## src/hdl/pdt_pkg.sv

```systemverilog
package pdt_pkg;

	localparam int SLOT_COUNT_DEF     = 16;
	localparam int VALUE_BITS_DEF     = 64;
	localparam int SLOT_W             = 4;
	localparam int EXPIRE_W           = 10;
	localparam int CHAN_W             = 8;
	localparam int FLAGS_W            = 8;
	localparam int AGE_W              = 10;
	localparam int INTERVAL_W         = 4;
	localparam int KIND_W             = 3;

	localparam logic [AGE_W-1:0]      AGE_ON_ALLOC       = AGE_W'(999);
	localparam logic [AGE_W-1:0]      AGE_MAX            = AGE_W'(1023);
	localparam logic [INTERVAL_W-1:0] MIN_INTERVAL_RESET = INTERVAL_W'(1);

	localparam logic OP_TICK    = 1'b0;
	localparam logic OP_PUBLISH = 1'b1;

	typedef enum logic [KIND_W-1:0] {
		KIND_SENT      = 3'd0,
		KIND_CULLED    = 3'd1,
		KIND_DEFERRED  = 3'd2,
		KIND_RELEASE   = 3'd3,
		KIND_TICK_DONE = 3'd4
	} kind_t;

	typedef struct packed {
		logic load;
		logic pub_exec;
		logic tick_rd;
		logic tick_exec;
		logic tick_done;
	} ctrl_cmd_t;

	typedef struct packed {
		logic out_free;
		logic release_due;
		logic idx_last;
	} dp_status_t;

endpackage

```

## src/hdl/publish_dedup_throttle.sv

```systemverilog
// publish: the item is captured with its slot row read, then the result is registered once
//   the output side is free; the next item is taken after the return to idle
// tick: per slot a registered memory read, then an age update; then the done result and
//   the return to idle; a waiting release or done result that is stalled delays the tick
// reset: asynchronous, clears valid bits, pending marks and control; interval back to 1
module publish_dedup_throttle #(
	parameter int SLOT_COUNT = pdt_pkg::SLOT_COUNT_DEF,
	parameter int VALUE_BITS = pdt_pkg::VALUE_BITS_DEF
) (
	input  logic                           clk,
	input  logic                           arst_n,
	input  logic                           cfg_wr_en,
	input  logic [pdt_pkg::INTERVAL_W-1:0] cfg_wr_data,
	input  logic                           in_valid,
	output logic                           in_stall,
	input  logic                           operation,
	input  logic [pdt_pkg::SLOT_W-1:0]     slot,
	input  logic [pdt_pkg::EXPIRE_W-1:0]   expire_time,
	input  logic [pdt_pkg::CHAN_W-1:0]     channel,
	input  logic [VALUE_BITS-1:0]          value,
	input  logic [pdt_pkg::FLAGS_W-1:0]    flags,
	output logic                           out_valid,
	input  logic                           out_stall,
	output logic [pdt_pkg::KIND_W-1:0]     kind,
	output logic [pdt_pkg::SLOT_W-1:0]     out_slot,
	output logic [pdt_pkg::CHAN_W-1:0]     out_channel,
	output logic [VALUE_BITS-1:0]          out_value,
	output logic [pdt_pkg::FLAGS_W-1:0]    out_flags,
	output logic                           last
);
	import pdt_pkg::*;

	ctrl_cmd_t  cmd;
	dp_status_t status;

	pdt_ctrl u_ctrl (
		.clk       (clk),
		.arst_n    (arst_n),
		.in_valid  (in_valid),
		.operation (operation),
		.status    (status),
		.in_stall  (in_stall),
		.cmd       (cmd)
	);

	pdt_datapath #(
		.SLOT_COUNT (SLOT_COUNT),
		.VALUE_BITS (VALUE_BITS)
	) u_datapath (
		.clk         (clk),
		.arst_n      (arst_n),
		.cmd         (cmd),
		.status      (status),
		.cfg_wr_en   (cfg_wr_en),
		.cfg_wr_data (cfg_wr_data),
		.slot        (slot),
		.expire_time (expire_time),
		.channel     (channel),
		.value       (value),
		.flags       (flags),
		.out_stall   (out_stall),
		.out_valid   (out_valid),
		.kind        (kind),
		.out_slot    (out_slot),
		.out_channel (out_channel),
		.out_value   (out_value),
		.out_flags   (out_flags),
		.last        (last)
	);

`ifndef SYNTH
	a_one_item_at_a_time: assert property (@(posedge clk) disable iff (!arst_n)
		(in_valid && !in_stall) |=> in_stall)
		else $error("input accepted while an item is in work");

	a_only_release_not_last: assert property (@(posedge clk) disable iff (!arst_n)
		(out_valid && !last) |-> (kind == KIND_RELEASE))
		else $error("non-final result is not a release");

	a_no_payload_without_send: assert property (@(posedge clk) disable iff (!arst_n)
		(out_valid && (kind == KIND_CULLED || kind == KIND_DEFERRED
			|| kind == KIND_TICK_DONE))
		|-> (out_value == '0 && out_channel == '0 && out_flags == '0))
		else $error("payload on a result that sends nothing");
`endif

endmodule

```

## src/hdl/pdt_ctrl.sv

```systemverilog
module pdt_ctrl (
	input  logic               clk,
	input  logic               arst_n,
	input  logic               in_valid,
	input  logic               operation,
	input  pdt_pkg::dp_status_t status,
	output logic               in_stall,
	output pdt_pkg::ctrl_cmd_t cmd
);
	import pdt_pkg::*;

	typedef enum logic [2:0] {
		ST_IDLE,
		ST_PUB,
		ST_TICK_RD,
		ST_TICK_EX,
		ST_TICK_DONE
	} state_t;

	state_t state_q;

	always_comb begin
		cmd           = '0;
		cmd.load      = (state_q == ST_IDLE) && in_valid;
		cmd.pub_exec  = (state_q == ST_PUB) && status.out_free;
		cmd.tick_rd   = (state_q == ST_TICK_RD);
		cmd.tick_exec = (state_q == ST_TICK_EX) && (!status.release_due || status.out_free);
		cmd.tick_done = (state_q == ST_TICK_DONE) && status.out_free;
	end

	assign in_stall = (state_q != ST_IDLE);

	always_ff @(posedge clk or negedge arst_n) begin
		if (!arst_n) begin
			state_q <= ST_IDLE;
		end else begin
			unique case (state_q)
				ST_IDLE: begin
					if (in_valid) begin
						state_q <= (operation == OP_PUBLISH) ? ST_PUB : ST_TICK_RD;
					end
				end
				ST_PUB: begin
					if (cmd.pub_exec) begin
						state_q <= ST_IDLE;
					end
				end
				ST_TICK_RD: begin
					state_q <= ST_TICK_EX;
				end
				ST_TICK_EX: begin
					if (cmd.tick_exec) begin
						state_q <= status.idx_last ? ST_TICK_DONE : ST_TICK_RD;
					end
				end
				ST_TICK_DONE: begin
					if (cmd.tick_done) begin
						state_q <= ST_IDLE;
					end
				end
				default: begin
					state_q <= ST_IDLE;
				end
			endcase
		end
	end

endmodule

```

## src/hdl/pdt_datapath.sv

```systemverilog
module pdt_datapath #(
	parameter int SLOT_COUNT = pdt_pkg::SLOT_COUNT_DEF,
	parameter int VALUE_BITS = pdt_pkg::VALUE_BITS_DEF
) (
	input  logic                               clk,
	input  logic                               arst_n,
	input  pdt_pkg::ctrl_cmd_t                 cmd,
	output pdt_pkg::dp_status_t                status,
	input  logic                               cfg_wr_en,
	input  logic [pdt_pkg::INTERVAL_W-1:0]     cfg_wr_data,
	input  logic [pdt_pkg::SLOT_W-1:0]         slot,
	input  logic [pdt_pkg::EXPIRE_W-1:0]       expire_time,
	input  logic [pdt_pkg::CHAN_W-1:0]         channel,
	input  logic [VALUE_BITS-1:0]              value,
	input  logic [pdt_pkg::FLAGS_W-1:0]        flags,
	input  logic                               out_stall,
	output logic                               out_valid,
	output logic [pdt_pkg::KIND_W-1:0]         kind,
	output logic [pdt_pkg::SLOT_W-1:0]         out_slot,
	output logic [pdt_pkg::CHAN_W-1:0]         out_channel,
	output logic [VALUE_BITS-1:0]              out_value,
	output logic [pdt_pkg::FLAGS_W-1:0]        out_flags,
	output logic                               last
);
	import pdt_pkg::*;

	localparam int IDX_W = (SLOT_COUNT > 1) ? $clog2(SLOT_COUNT) : 1;
	localparam int ROW_W = VALUE_BITS + CHAN_W + FLAGS_W + AGE_W;

	logic [INTERVAL_W-1:0] min_interval_q;
	logic [SLOT_W-1:0]     slot_q;
	logic [EXPIRE_W-1:0]   expire_q;
	logic [CHAN_W-1:0]     chan_q;
	logic [VALUE_BITS-1:0] value_q;
	logic [FLAGS_W-1:0]    flags_q;
	logic [IDX_W-1:0]      idx_q;
	logic                  in_use_q  [SLOT_COUNT];
	logic                  pending_q [SLOT_COUNT];

	logic [ROW_W-1:0] mem [SLOT_COUNT];
	logic [ROW_W-1:0] rd_row_q;
	logic [IDX_W-1:0] rd_addr;
	logic             mem_we;
	logic [IDX_W-1:0] mem_waddr;
	logic [ROW_W-1:0] mem_wdata;

	logic [VALUE_BITS-1:0] rd_value;
	logic [CHAN_W-1:0]     rd_chan;
	logic [FLAGS_W-1:0]    rd_flags;
	logic [AGE_W-1:0]      rd_age;

	logic                  in_range;
	logic [IDX_W-1:0]      pub_idx;
	logic                  eff_in_use;
	logic                  eff_pending;
	logic [VALUE_BITS-1:0] eff_value;
	logic [CHAN_W-1:0]     eff_chan;
	logic [FLAGS_W-1:0]    eff_flags;
	logic [AGE_W-1:0]      eff_age;
	logic                  cull;
	logic                  defer;

	logic             tick_used;
	logic [AGE_W-1:0] age_inc;
	logic             release_due;

	logic                  out_valid_q;
	logic                  emit;
	kind_t                 kind_d, kind_q;
	logic [SLOT_W-1:0]     slot_d, out_slot_q;
	logic [CHAN_W-1:0]     chan_d, out_chan_q;
	logic [VALUE_BITS-1:0] value_d, out_value_q;
	logic [FLAGS_W-1:0]    flags_d, out_flags_q;
	logic                  last_d, last_q;

	// configuration and captured request
	always_ff @(posedge clk or negedge arst_n) begin
		if (!arst_n) begin
			min_interval_q <= MIN_INTERVAL_RESET;
		end else if (cfg_wr_en) begin
			min_interval_q <= cfg_wr_data;
		end
	end

	always_ff @(posedge clk) begin
		if (cmd.load) begin
			slot_q   <= slot;
			expire_q <= expire_time;
			chan_q   <= channel;
			value_q  <= value;
			flags_q  <= flags;
		end
	end

	always_ff @(posedge clk or negedge arst_n) begin
		if (!arst_n) begin
			idx_q <= '0;
		end else if (cmd.load) begin
			idx_q <= '0;
		end else if (cmd.tick_exec) begin
			idx_q <= idx_q + IDX_W'(1);
		end
	end

	// slot memory
	assign rd_addr = cmd.load ? IDX_W'(slot) : idx_q;

	always_ff @(posedge clk) begin
		if (mem_we) begin
			mem[mem_waddr] <= mem_wdata;
		end
		if (cmd.load || cmd.tick_rd) begin
			rd_row_q <= mem[rd_addr];
		end
	end

	assign {rd_value, rd_chan, rd_flags, rd_age} = rd_row_q;

	// publish evaluation
	assign in_range    = (int'(slot_q) < SLOT_COUNT);
	assign pub_idx     = IDX_W'(slot_q);
	assign eff_in_use  = in_range && in_use_q[pub_idx];
	assign eff_pending = eff_in_use && pending_q[pub_idx];
	assign eff_value   = eff_in_use ? rd_value : '0;
	assign eff_chan    = eff_in_use ? rd_chan  : '0;
	assign eff_flags   = eff_in_use ? rd_flags : '0;
	assign eff_age     = eff_in_use ? rd_age   : AGE_ON_ALLOC;
	assign cull        = (eff_value == value_q) && (AGE_W'(expire_q) > eff_age);
	assign defer       = (AGE_W'(min_interval_q) >= eff_age);

	// tick evaluation
	assign tick_used   = in_use_q[idx_q];
	assign age_inc     = (rd_age == AGE_MAX) ? rd_age : rd_age + AGE_W'(1);
	assign release_due = tick_used && pending_q[idx_q] && (age_inc > AGE_W'(min_interval_q));

	always_comb begin
		mem_we    = 1'b0;
		mem_waddr = idx_q;
		mem_wdata = {rd_value, rd_chan, rd_flags, release_due ? AGE_W'(0) : age_inc};
		if (cmd.pub_exec && in_range) begin
			mem_we    = 1'b1;
			mem_waddr = pub_idx;
			priority if (cull) begin
				mem_wdata = {eff_value, eff_chan, eff_flags, eff_age};
			end else if (defer) begin
				mem_wdata = {value_q, chan_q, flags_q, eff_age};
			end else begin
				mem_wdata = {value_q, eff_chan, eff_flags, AGE_W'(0)};
			end
		end else if (cmd.tick_exec && tick_used) begin
			mem_we = 1'b1;
		end
	end

	always_ff @(posedge clk or negedge arst_n) begin
		if (!arst_n) begin
			for (int i = 0; i < SLOT_COUNT; i++) begin
				in_use_q[i]  <= 1'b0;
				pending_q[i] <= 1'b0;
			end
		end else if (cmd.pub_exec && in_range) begin
			in_use_q[pub_idx]  <= 1'b1;
			pending_q[pub_idx] <= cull ? eff_pending : defer;
		end else if (cmd.tick_exec && release_due) begin
			pending_q[idx_q] <= 1'b0;
		end
	end

	// result register
	always_comb begin
		emit    = 1'b0;
		kind_d  = KIND_TICK_DONE;
		slot_d  = '0;
		chan_d  = '0;
		value_d = '0;
		flags_d = '0;
		last_d  = 1'b1;
		if (cmd.pub_exec) begin
			emit   = 1'b1;
			slot_d = slot_q;
			priority if (!in_range) begin
				kind_d  = KIND_SENT;
				chan_d  = chan_q;
				value_d = value_q;
				flags_d = flags_q;
			end else if (cull) begin
				kind_d = KIND_CULLED;
			end else if (defer) begin
				kind_d = KIND_DEFERRED;
			end else begin
				kind_d  = KIND_SENT;
				chan_d  = chan_q;
				value_d = value_q;
				flags_d = flags_q;
			end
		end else if (cmd.tick_exec && release_due) begin
			emit    = 1'b1;
			kind_d  = KIND_RELEASE;
			slot_d  = SLOT_W'(idx_q);
			chan_d  = rd_chan;
			value_d = rd_value;
			flags_d = rd_flags;
			last_d  = 1'b0;
		end else if (cmd.tick_done) begin
			emit = 1'b1;
		end
	end

	always_ff @(posedge clk or negedge arst_n) begin
		if (!arst_n) begin
			out_valid_q <= 1'b0;
		end else if (emit) begin
			out_valid_q <= 1'b1;
		end else if (!out_stall) begin
			out_valid_q <= 1'b0;
		end
	end

	always_ff @(posedge clk) begin
		if (emit) begin
			kind_q      <= kind_d;
			out_slot_q  <= slot_d;
			out_chan_q  <= chan_d;
			out_value_q <= value_d;
			out_flags_q <= flags_d;
			last_q      <= last_d;
		end
	end

	assign status.out_free    = !out_valid_q || !out_stall;
	assign status.release_due = release_due;
	assign status.idx_last    = (idx_q == IDX_W'(SLOT_COUNT - 1));

	assign out_valid   = out_valid_q;
	assign kind        = kind_q;
	assign out_slot    = out_slot_q;
	assign out_channel = out_chan_q;
	assign out_value   = out_value_q;
	assign out_flags   = out_flags_q;
	assign last        = last_q;

endmodule
```

## config.mk

```make
export PLATFORM = sky130hd
export DESIGN_NAME = publish_dedup_throttle
export DESIGN_NICKNAME = d
export VERILOG_FILES = /design/src/hdl/pdt_pkg.sv /design/src/hdl/publish_dedup_throttle.sv /design/src/hdl/pdt_ctrl.sv /design/src/hdl/pdt_datapath.sv
export SDC_FILE = /design/constraint.sdc
export NUM_CORES = 2
export LEC_CHECK = 0
export ABC_AREA = 0
export BUFFER_PORTS_ARGS = -buffer_cell sky130_fd_sc_hd__buf_2
export CAP_MARGIN = 20
export CORE_MARGIN = 1.5
export CORE_UTILIZATION = 48
export CTS_BUF_LIST = sky130_fd_sc_hd__clkbuf_4
export DETAILED_ROUTE_END_ITERATION = 16
export PLACE_DENSITY = 0.61
export SETUP_SLACK_MARGIN = 0.4
export SYNTH_ARGS = -nofsm -noshare
export SYNTH_HDL_FRONTEND = slang
export SYNTH_SLANG_ARGS = --single-unit
```

## constraint.sdc

```tcl
create_clock -name clk -period 16.57 [get_ports clk]
set_input_delay 1.657 -clock clk [delete_from_list [all_inputs] [get_ports clk]]
set_output_delay 1.657 -clock clk [all_outputs]
set_load 0.005 [all_outputs]
```

==> results.yml <==
run_status:
  outcome: "finished, final reports clean"
setup_path:
  path_class: "reg2reg"
  cp.arrival_ns: 8.24
  critPathRequiredTime_ns: 17.45
  rr_worst_depth: 16
  cpPeakStageDelay_ns: 0.97
  cp-start-kind: "flop"
  cp_slowest_cell: "edfxtp_1"
  crit_chain: "mux4_2 -> a2bb2oi_2 -> a32oi_4 -> buf_4 -> nor2_1 -> ha_1 -> nand4_1 -> a211oi_1 -> a2111o_1 -> o211ai_1 -> a2111o_1 -> or4_1 -> nor4_4 -> buf_4 -> nand2_1 -> o21ai_1"
  cp_num_cells: 16
  cp_top_family: "compound AO/OA/AOI/OAI gates"
  path_buf_inv: 2
  crit_path_end_kind: "flop"
  worstPathMaxFanout: 50
synth:
  async_reset_ff_share_pct: 2.51
  syn-num-nets: 3921
  netlist_instances: 3794
  synthDominantCellAreaShare_pct: 73.2
  synth_most_common_cell: "edfxtp_1"
  yosysWarnings: 0
  yosysUniqueCellTypes: 74
  ys_ff_latch: 1756
  netlist_top_cells_area: "edfxtp_1 73%, mux4_2 12%, nand2_1 2.4%"
  yosysTopAreaCell: "edfxtp_1"
  synthTopCellsByCount: "1712 x edfxtp_1, 449 x nand2_1, 377 x mux4_2, 123 x clkbuf_1, 106 x a31oi_1"
  syn_area_per_cell_um2: 18.5
  ys_seq_area_share_pct: 74.7
  syn_area_um2: 70300
  synth_edf_count: 1712
  ys.flop_type: "edfxtp_1"
drt:
  routedWlPerCell_um: 29.8
  drcViolationCount: 0
  routed_via_density: 6.08
  drtAntennaViolNets: 0
  vias: 39900
  wl_um: 195000
  drt_iter0_markers: 4420
  drt_pass1_iterations: 6
cells_and_area:
  fin_util_pct: 54.5
  final_nets: 4455
  fin_cells: 6561
  fillers: 11500
  drive_gt1_share_pct: 30.7
  synthToLayoutAreaGrowth_pct: 12.8
clock_tree:
  htreeDepth: 5
  postCtsHoldBufs: 0
  cts_sinks: 1756
  cts_buffer_depth: 4
  cts_tree: "built"
  clk_pin_slew_worst_paths_ns: 0.07
  numCtsBuffers: 450
  cts_root_buffer: "clkbuf_4"
  post_cts_resized: 0
  clk_latency_ns: 1.38
  postCtsSetupRepairBufs: 0
global_route:
  grt_max_degree: 133
  antenna_found_initial: 9
  grt_pass1_wl_um: 279000
  grt_use_total_pct: 26.5
  grt_pass1_vias: 40200
  overflow: 0
floorplan:
  rows: 140
  coreArea_um2: 145000
  die_width_um: 386
  chipHeight_um: 386
  start_util_pct: 48.3
  die_area_um2: 149000
  pin_count: 194
flow_run:
  drv_cap: 0
timing:
  setup_viol: 0
  fmax_ghz: 0.136
  skew_ns: 0.175
  grt_setup_unrepaired: "no"
  fin_setup_tns_ns: 0
  tightestPinTransition_ns: 1.23
  slew_violations: 0
  hold_viol_final: 0
  finalCritPeriodShare_pct: 44.4
  maxSlewHeadroom_pct: 18.1
  fin_crit_ns: 7.36
placed_design:
  hpwlAfterDp_um: 103000
  dp.cells: 5793
  routabilityCongestion: 0.886
  io_buffers: 193
power:
  power.leakage_nw: 26.4
  power.density_nw_per_um2: 183
  ir_worst_vdd_mv: 0.157
min_path:
  hold_class: "in2reg"
  holdPathStages: 1
## final timing paths
check                                                         start                             endpoint  slack [ns]
worst max-delay path                u_datapath.pub_idx[0]$_DFFE_PP_      u_datapath.mem[13][3]$_DFFE_PP_        9.21
worst min-delay path                                      value[12]     u_datapath.value_q[12]$_DFFE_PP_        0.47
worst max register to register      u_datapath.pub_idx[0]$_DFFE_PP_      u_datapath.mem[13][3]$_DFFE_PP_        9.21
worst min register to register  u_datapath.in_use_q[12]$_DFFE_PN0P_  u_datapath.in_use_q[12]$_DFFE_PN0P_        0.50
max in group asynchronous                                    arst_n   u_datapath.in_use_q[7]$_DFFE_PN0P_       15.61
min in group asynchronous                                    arst_n      u_datapath.idx_q[3]$_DFFE_PN0P_        0.48
## report_power, final
group          switching [mW]  internal, mW
sequential              0.422          6.23
clock                    1.70          1.83
combinational            2.70          1.61
## area by class of cell
class | count | area [um^2] | area share (%)
clock buffers | 659 | 4950 | 6.24
inverters | 33 | 124 | 0.156
diodes | 7 | 17.5 | 0.0221
flip-flops and latches | 1756 | 52500 | 66.3
repair buffers | 311 | 1930 | 2.43
multi-input cells | 1776 | 16900 | 21.3
clock inverters | 102 | 452 | 0.570
well taps | 1917 | 2400 | 3.03
## cell families (layout without fill, tap and decap cells)
kind of cell / count (synthesis) / after routing / synth area share (%)
DFF: 1756 / 1756 / 74.7
and+or+nand+nor: 790 / 790 / 5.08
AOI/OAI and AO/OA: 549 / 549 / 5.61
muxes: 387 / 387 / 12.2
buffers and inverters: 262 / 1105 / 1.60
xor gates and xnor gates: 27 / 27 / 0.337
adders and majority gates: 23 / 23 / 0.410
other: 0 / 7 / 0
## worst reg2reg max path: stages, from the launching register on
cell and delay [ns]:
edfxtp_1 0.97, mux4_2 0.65, a2bb2oi_2 0.19, a32oi_4 0.26, buf_4 0.39, nor2_1 0.15
ha_1 0.34, nand4_1 0.14, a211oi_1 0.24, a2111o_1 0.13, o211ai_1 0.33, a2111o_1 0.47
or4_1 0.52, nor4_4 0.16, buf_4 0.56, nand2_1 0.50, o21ai_1 0.95
## cell usage in the layout, fill, tap and decap left out, drive strengths merged, types with 7 or more instances in the layout
cell type,count
edfxtp,1712
clkbuf,659
nand2,449
mux4,377
buf,311
a31oi,106
nor2,101
a211oi,97
and2,96
clkinv,93
a22o,81
o21ai,67
dfrtp,43
a21oi,42
inv,40
nand4,32
o31ai,24
ha,23
xnor2,22
nand3,21
or2,20
o211ai,19
a21boi,18
a41oi,16
o21a,16
nor3,16
nand2b,15
o22ai,11
o32ai,9
nor4,9
nor2b,8
mux2i,8
diode,7
and3,7
a2bb2oi,7
## metrics by stage
| stage | power (mW) | worst slack (ns) | cell area (um^2) | hold slack, ns |
|---|---|---|---|---|
| floorplan | 9.45 | 8.63 | 70300 | 0.452 |
| global placement | 11.0 | 9.25 | 73800 | 0.469 |
| detailed placement | 11.1 | 9.27 | 73800 | 0.473 |
| CTS | 14.6 | 9.24 | 79200 | 0.370 |
| global route | 15.2 | 8.85 | 79300 | 0.400 |
| finish | 14.5 | 9.21 | 79300 | 0.474 |
## layer usage
metal | global-route usage (%) | up-vias | wire length (um)
li1 | - | 16800 | -
met1 | 36.9 | 20600 | 79600
met2 | 40.1 | 2162 | 90500
met3 | 8.10 | 334 | 20300
met4 | 8.55 | 6 | 4760
met5 | 0 | - | 100
## sequential cells by signal (all words and copies together), names as in the netlist
| signal | flops |
|---|---|
| u_datapath.pending_q | 16 |
| u_datapath.rd_row_q | 90 |
| u_datapath.last | 1 |
| u_datapath.out_slot | 4 |
| u_datapath.kind | 3 |
| u_datapath.in_use_q | 16 |
| u_datapath.out_value | 64 |
| u_datapath.out_valid | 1 |
| u_datapath.out_channel | 8 |
| u_datapath.chan_q | 8 |
| u_datapath.out_flags | 8 |
| u_ctrl.state_q | 3 |
| u_datapath.value_q | 64 |
| u_datapath.min_interval_q | 4 |
| u_datapath.mem | 1440 |
| u_datapath.flags_q | 8 |
| u_datapath.expire_q | 10 |
| u_datapath.pub_idx | 4 |
| u_datapath.idx_q | 4 |
Power figures use the tool's default switching activity.
